[config.mk]
export PLATFORM = sky130hd
export DESIGN_NAME = qlt_front
export DESIGN_NICKNAME = d
export VERILOG_FILES = /design/src/rtl/qlt_pkg.sv /design/src/rtl/qlt_front.sv
export SDC_FILE = /design/constraint.sdc
export NUM_CORES = 1
export LEC_CHECK = 0
export ABC_CLOCK_PERIOD_IN_PS = 4700
export CAP_MARGIN = 20
export CORE_AREA = 2 2 107 109
export DETAILED_ROUTE_END_ITERATION = 7
export DIE_AREA = 0 0 109 111
export DONT_BUFFER_PORTS = 1
export PLACE_DENSITY = 0.81
export REMOVE_ABC_BUFFERS = 1
export SLEW_MARGIN = 20
export SYNTH_ARGS = -nofsm -noshare
export SYNTH_HDL_FRONTEND = slang
export SYNTH_SLANG_ARGS = --single-unit
export TNS_END_PERCENT = 100
[constraint.sdc]
create_clock -name clk -period 4.7 [get_ports clk]
set_input_delay 0.94 -clock clk [delete_from_list [all_inputs] [get_ports clk]]
set_output_delay 0.94 -clock clk [all_outputs]
set_load 0.005 [all_outputs]
[src/rtl/qlt_pkg.sv]
// Shared types and constants for the Q table update block.
// Used by qlt_front, qlt_back and the top level; depends on nothing.
package qlt_pkg;

    localparam int MAX_X       = 16;
    localparam int MAX_Y       = 16;
    localparam int MAX_ACTIONS = 8;
    localparam int Q_WIDTH     = 24;
    localparam int X_W         = $clog2(MAX_X);
    localparam int Y_W         = $clog2(MAX_Y);
    localparam int A_W         = $clog2(MAX_ACTIONS);
    localparam int ADDR_W      = X_W + Y_W + A_W;
    localparam int DEPTH       = MAX_X * MAX_Y * MAX_ACTIONS;
    localparam int FIFO_DEPTH  = 2;
    localparam int FIFO_AW     = $clog2(FIFO_DEPTH);
    localparam logic [12:0] ONE_Q012 = 13'd4096;

    localparam logic [2:0] REG_LEARN_RATE = 3'd0;
    localparam logic [2:0] REG_DISCOUNT   = 3'd1;
    localparam logic [2:0] REG_ACTIONS    = 3'd2;
    localparam logic [2:0] REG_WIDTH      = 3'd3;
    localparam logic [2:0] REG_HEIGHT     = 3'd4;

    typedef enum logic [1:0] {
        MODE_LEARN = 2'd0,
        MODE_WRITE = 2'd1,
        MODE_READ  = 2'd2,
        MODE_BEST  = 2'd3
    } mode_t;

    // Command passed from front to back: indexes already checked and sizes clamped.
    typedef struct packed {
        mode_t               mode;
        logic                bad;
        logic [ADDR_W-1:0]   cur_addr;
        logic [X_W+Y_W-1:0]  next_row;
        logic [A_W:0]        num_act;
        logic [12:0]         alpha;
        logic [12:0]         gamma;
        logic signed [Q_WIDTH-1:0] data;
    } cmd_t;

    typedef enum logic [3:0] {
        ST_IDLE,
        ST_SCAN_RD,
        ST_SCAN,
        ST_OLD_RD,
        ST_OLD,
        ST_MUL_G,
        ST_MUL_A,
        ST_SAT,
        ST_WRITE,
        ST_DONE
    } state_t;

endpackage

[src/rtl/qlt_front.sv]
// Front end: accepts words, checks indexes against the sizes in use, builds a command.
// Depends on qlt_pkg.
module qlt_front
(
    input  logic                          clk,
    input  logic                          rst_n,
    input  logic                          push,
    output logic                          full,
    input  logic [1:0]                    mode,
    input  logic [2:0]                    act,
    input  logic [3:0]                    cur_x,
    input  logic [3:0]                    cur_y,
    input  logic [3:0]                    next_x,
    input  logic [3:0]                    next_y,
    input  logic signed [23:0]            data_value,
    input  logic [12:0]                   learn_rate,
    input  logic [12:0]                   discount,
    input  logic [3:0]                    actions_in_use,
    input  logic [4:0]                    grid_width,
    input  logic [4:0]                    grid_height,
    output logic                          cmd_valid,
    output qlt_pkg::cmd_t                 cmd,
    input  logic                          cmd_take
);

    logic [4:0] wx;
    logic [4:0] wy;
    logic [3:0] na;
    logic       cur_ok;
    logic       act_ok;
    logic       nxt_ok;
    logic       bad;
    qlt_pkg::cmd_t new_cmd;
    qlt_pkg::cmd_t fifo_reg [qlt_pkg::FIFO_DEPTH];
    logic [qlt_pkg::FIFO_AW-1:0] wr_ptr_reg;
    logic [qlt_pkg::FIFO_AW-1:0] rd_ptr_reg;
    logic [qlt_pkg::FIFO_AW:0]   count_reg;
    logic [qlt_pkg::FIFO_AW:0]   count_next;
    logic                        do_push;

    always_comb
    begin
        wx = (grid_width  > 5'd16) ? 5'd16 : grid_width;
        wy = (grid_height > 5'd16) ? 5'd16 : grid_height;
        na = (actions_in_use > 4'd8) ? 4'd8 : actions_in_use;
        cur_ok = ({1'b0, cur_x} < wx) && ({1'b0, cur_y} < wy);
        act_ok = ({1'b0, act} < na);
        nxt_ok = ({1'b0, next_x} < wx) && ({1'b0, next_y} < wy);
        case (qlt_pkg::mode_t'(mode))
            qlt_pkg::MODE_LEARN: bad = !(cur_ok && act_ok && nxt_ok);
            qlt_pkg::MODE_WRITE,
            qlt_pkg::MODE_READ:  bad = !(cur_ok && act_ok);
            qlt_pkg::MODE_BEST:  bad = !cur_ok || (na == 4'd0);
            default:             bad = 1'b1;
        endcase
        new_cmd.mode     = qlt_pkg::mode_t'(mode);
        new_cmd.bad      = bad;
        new_cmd.cur_addr = {cur_x, cur_y, (qlt_pkg::MODE_BEST == qlt_pkg::mode_t'(mode))
                            ? 3'd0 : act};
        new_cmd.next_row = (qlt_pkg::MODE_BEST == qlt_pkg::mode_t'(mode))
                           ? {cur_x, cur_y} : {next_x, next_y};
        new_cmd.num_act  = na;
        new_cmd.alpha    = (learn_rate > qlt_pkg::ONE_Q012) ? qlt_pkg::ONE_Q012 : learn_rate;
        new_cmd.gamma    = (discount   > qlt_pkg::ONE_Q012) ? qlt_pkg::ONE_Q012 : discount;
        new_cmd.data     = data_value;
    end

    assign full      = (count_reg == (qlt_pkg::FIFO_AW+1)'(qlt_pkg::FIFO_DEPTH));
    assign do_push   = push && !full;
    assign cmd_valid = (count_reg != '0);
    assign cmd       = fifo_reg[rd_ptr_reg];

    always_comb
    begin
        count_next = count_reg;
        if (do_push && !(cmd_take && cmd_valid))
            count_next = count_reg + 1'b1;
        else if (!do_push && cmd_take && cmd_valid)
            count_next = count_reg - 1'b1;
    end

    always_ff @(posedge clk or negedge rst_n)
    begin
        if (!rst_n)
        begin
            wr_ptr_reg <= '0;
            rd_ptr_reg <= '0;
            count_reg  <= '0;
        end
        else
        begin
            if (do_push)
                wr_ptr_reg <= wr_ptr_reg + 1'b1;
            if (cmd_take && cmd_valid)
                rd_ptr_reg <= rd_ptr_reg + 1'b1;
            count_reg <= count_next;
        end
    end

    always_ff @(posedge clk)
    begin
        if (do_push)
            fifo_reg[wr_ptr_reg] <= new_cmd;
    end

endmodule

## Yosys cells after proc, flatten, opt, wreduce, memory -nomap -nowiden

Memory sizes are Yosys's and may differ from the RTL's.
Cells that the tools add are included.

| operators by class | value |
|---|---|
| add/sub/neg operators | 4 |
| equal/unequal tests | 5 |
| reduce and logical (&&, ||, !) cells | 21 |
| muxes and demuxes | 12 |
| $lt $le $gt $ge | 10 |

Operators with widths:

| operator | count |
|---|---|
| > comparator 13 bit, second input constant | 2 |
| 2-to-1 mux 13 bit | 2 |
| < comparator 4 x 5 -> 1 bit | 4 |
| > comparator 5 bit, second input constant | 2 |
| 2-to-1 mux 5 bit | 2 |
| logical AND 1 bit | 9 |
| 2-to-1 mux 8 bit | 1 |
| == test 2 bit, second input constant | 3 |
| zero test 1 bit | 6 |
| > comparator 4 bit, second input constant | 1 |
| zero test 4 bit | 1 |
| < comparator 3 x 4 -> 1 bit | 1 |
| 2-to-1 mux 2 bit | 2 |
| 2-to-1 mux 4 bit | 1 |
| nonzero test 2 bit | 2 |
| 2-to-1 mux 3 bit | 1 |
| one-hot mux 1 bit (3 select lines) | 1 |
| adder 1 bit, second input constant | 2 |
| adder 2 x 1 -> 2 bit, second input constant | 1 |
| == test 2 x 1 -> 1 bit, second input constant | 1 |
| == test 2 bit, first input constant | 1 |
| zero test 2 bit | 1 |
| 2-to-1 mux 1 bit | 2 |
| OR reduction 2 bit | 1 |
| other kinds (2) | 2 |

| storage, ports and cells | value |
|---|---|
| output and inout bits | 78 |
| bits in registers | 4 |
| logic and storage cells | 56 |
| memory bits (writable) | 152 |
| memories kept | 1 |
| input port bits | 89 |

Memories:

| name | words | width | read ports | clocked after memory_dff | write ports | line | RTL |
|---|---|---|---|---|---|---|---|
| fifo_reg | 2 | 76 | 1 | 0 | 1 | qlt_front.sv:34 | `qlt_pkg::cmd_t fifo_reg [qlt_pkg::FIFO_DEPTH];` |

## Logic depth before layout (Yosys ltp)

| depth | value |
|---|---|
| depth in word-level cells | 8 |
| depth in mapped cells | 8 |

## Worst setup path after synthesis

Ideal clock, no wire load.

| path | value |
|---|---|
| path type | input to register |
| start | input push |
| end | memory fifo_reg[0][0] (netlist name) (enable) |
| path slack | 5 ps |
| buffers on the path | 0 |
| stages | 2 |
| library setup time | 510 ps |
| required time | 4190 ps |
| data arrival time | 4184 ps |
| cell sequence | nand2_1 > nor2_1 |

| between the ends | value |
|---|---|
| longest elaborated chain between the ends | 3 |

RTL lines:

| what | line | RTL |
|---|---|---|
| start: declaration | qlt_front.sv:7 | `input logic push,` |
| logical AND 1 bit | qlt_front.sv:69 | `assign do_push = push && !full;` |
| 2-to-1 mux 1 bit | qlt_front.sv:102 | `if (do_push)` |
| 2-to-1 mux 1 bit (implied by the code) | qlt_front.sv:103 | `fifo_reg[wr_ptr_reg] <= new_cmd;` |
| end: declaration | qlt_front.sv:34 |  |

No other way between the ends.

==> flow_summary.toml <==
[critical_path]
worst_setup_path_end_kind = "output port"
cp_cell_sequence = "mux2_2"
worstReg2RegEnd = "fifo_reg[1][64]"
crit_required_ns = 3.76
cp_max_fo = 77
reg2reg_slack_ns = 2.78
r2r_cells = 2
critPathArrivalTime_ns = 2.04
reg2reg_from = "count_reg[0]"
crit_path_max_incr_delay_ns = 1.08
crit_type = "reg -> out"
path_delay_family = "flip-flops"
worstSetupStartpointType = "flip-flop"
crit_path_top_delay_cell = "dfrtp_4"
path_buf_inv = 0

[clock_network]
clk_path_buf_depth = 2
cts-root-buf = "clkbuf_16"
cts_buffers = 17
postCtsSetupBuffers = 0
cts_tree = "yes"
clk_latency_ns = 0.41
postCtsHoldBufs = 0
htree_levels = 4
clock-sinks = 156
path_clk_slew_ns = 0.06
ctsResizeCount = 0

[global_route]
grt-ovfl-total = 0
grt.total_usage_pct = 18.2
grt_pass1_wl_um = 16300
antenna_found_initial = 0
grt_pass1_vias = 3173
grt_max_degree = 78

[placed_design]
place_inst = 490
routabilityCongestion = 0.766
placed_cell_area_um2 = 6560
numPortBuffers = 0
dp_hpwl_um = 7080

[logic_synthesis]
synth_edf_count = 152
yosys-top-cells-count = "edfxtp_1 (152), mux2_2 (49), mux2_1 (35)"
ys_types = 31
ys_ff_latch = 156
synth.cell_area_um2 = 6410
yosysSeqAreaShare_pct = 72.8
synth_top_cell_by_area = "edfxtp_1"
synth_cells = 361
ys.flop_type = "edfxtp_1"
yosysMostFrequentCell = "edfxtp_1"
syn_avg_cell_area_um2 = 17.8
ys_top_cells_by_area = "edfxtp_1 (71%), mux2_2 (8.6%), mux2_1 (6.1%)"
yosysWarningCount = 0
async_flop_share_pct = 2.56
yosysTopAreaCellShare_pct = 71.2

[power]
vdd_drop_max_uv = 672
p_leak_uw = 0.00245
powerDensity_nw_per_um2 = 570
power_uw = 4080

[layout]
fin_area_um2 = 7160
largest_reg_flops = 152
antenna_cells = 0
syn_to_final_growth_pct = 11.8
nets = 472
nFillCells = 779
fin_cells = 523
drive_gt1_share_pct = 22.9

[drt]
m1WireLength_um = 4100
first_pass_iters = 4
met3_length_um = 1340
drt_wl_total_um = 10800
routedWlPerCell_um = 20.6
dr_wl_met2_um = 5220
drc_errors = 0
highest_layer = "met4"
avgViaCountPerCell = 5.77
antenna_left = 0
vias = 3017
first_iter_violations = 155

[floorplanning]
io_pins = 167
die_w_um = 109
dieArea_um2 = 12100
core_um2 = 11100
num_rows = 39
initial_core_util_pct = 57.9
die_h_um = 111

[sta]
tightest_slew_ns = 1.05
timing.final.hold_violations = 0
period_needed_ns = 2.98
fin_worst_skew_ns = 0.00860
slew_headroom_pct = 30.1
rsz0062_at_grt = "no"
maxClockFrequency_mhz = 336
holdWs_ns = 0.219
period_share_pct = 63.3
finalMaxSlewViolations = 0
tns_ns = 0
finalSetupViolations = 0

[worst_hold_path]
hold_path.class = "in -> async"

[outcome]
outcome = "finished clean"

[run]
cap_violations = 0
-- cell type report --
class                   count  area [um2]  share of cell area [%]
clock inverters            15         161                    2.25
flip-flops and latches    156        4670                    65.2
repair buffers              2        40.0                   0.559
multi-input cells         182        1660                    23.2
clock buffers              17         425                    5.94
inverters                   8        30.0                   0.419
well taps                 143         179                    2.50
-- layer usage --
layer | vias to the layer above | GRT usage, %
met2 | 131 | 28.8
li1 | 1395 | -
met5 | - | 0
met1 | 1478 | 21.0
met4 | 0 | 5.90
met3 | 13 | 10.2
-- layout by cell type, fill, tap and decap left out, types with 2 or more instances in the layout --
master	synthesis	final
clkinvlp_4	0	2
inv_6	0	5
nand2_1	5	5
nor2_1	8	7
bufinv_16	0	2
mux2_2	49	49
nor3b_1	2	2
nor3_1	2	2
edfxtp_1	152	152
nor4b_1	2	2
clkinv_4	0	2
inv_1	8	8
buf_12	0	2
mux2_1	35	35
o211ai_1	2	2
o21ai_1	2	2
nand2b_1	8	8
o21ai_0	5	5
nor4_1	2	2
ha_1	16	16
dfrtp_1	4	3
xnor2_1	2	2
clkbuf_16	0	17
clkinv_2	0	2
nor2b_1	28	28
a21oi_1	4	4
-- power by group --
part	internal [uW]	switching, uW
Clock	791	541
Sequential	1860	191
Combinational	336	365
Total	2990	1100
-- metrics by stage --
stage	setup WS [ns]	util [%]
2_1_floorplan	0.00527	-
5_1_grt	1.63	64.7
4_1_cts	1.71	64.5
3_3_place_gp	2.07	59.2
3_5_place_dp	1.95	59.2
6_report	1.72	64.7
-- worst max path at each step --
| stage | slack (ns) | to | cells after the start | from |
|---|---|---|---|---|
| global route | 1.63 | cmd[12] | 1 | rd_ptr_reg |
| CTS | 1.71 | cmd[70] | 1 | rd_ptr_reg |
| finish | 1.72 | cmd[18] | 1 | rd_ptr_reg |
| floorplan | 0.005 | fifo_reg[0][0] | 2 | push |
| global placement | 2.07 | fifo_reg[0][73] | 8 | grid_height[4] |
| detailed placement | 1.95 | fifo_reg[0][73] | 8 | grid_height[4] |
-- logic make-up (layout without fill, tap and decap cells) --
kind of cell / Yosys count / in the layout / synth area share, %
flops: 156 / 156 / 72.8
simple gates: 59 / 59 / 5.33
xor+xnor: 2 / 2 / 0.273
fa+ha+maj: 16 / 16 / 3.12
mux: 84 / 84 / 14.8
buf+inv: 23 / 42 / 1.50
compound gates: 21 / 21 / 2.23
Power figures use the tool's default switching activity.
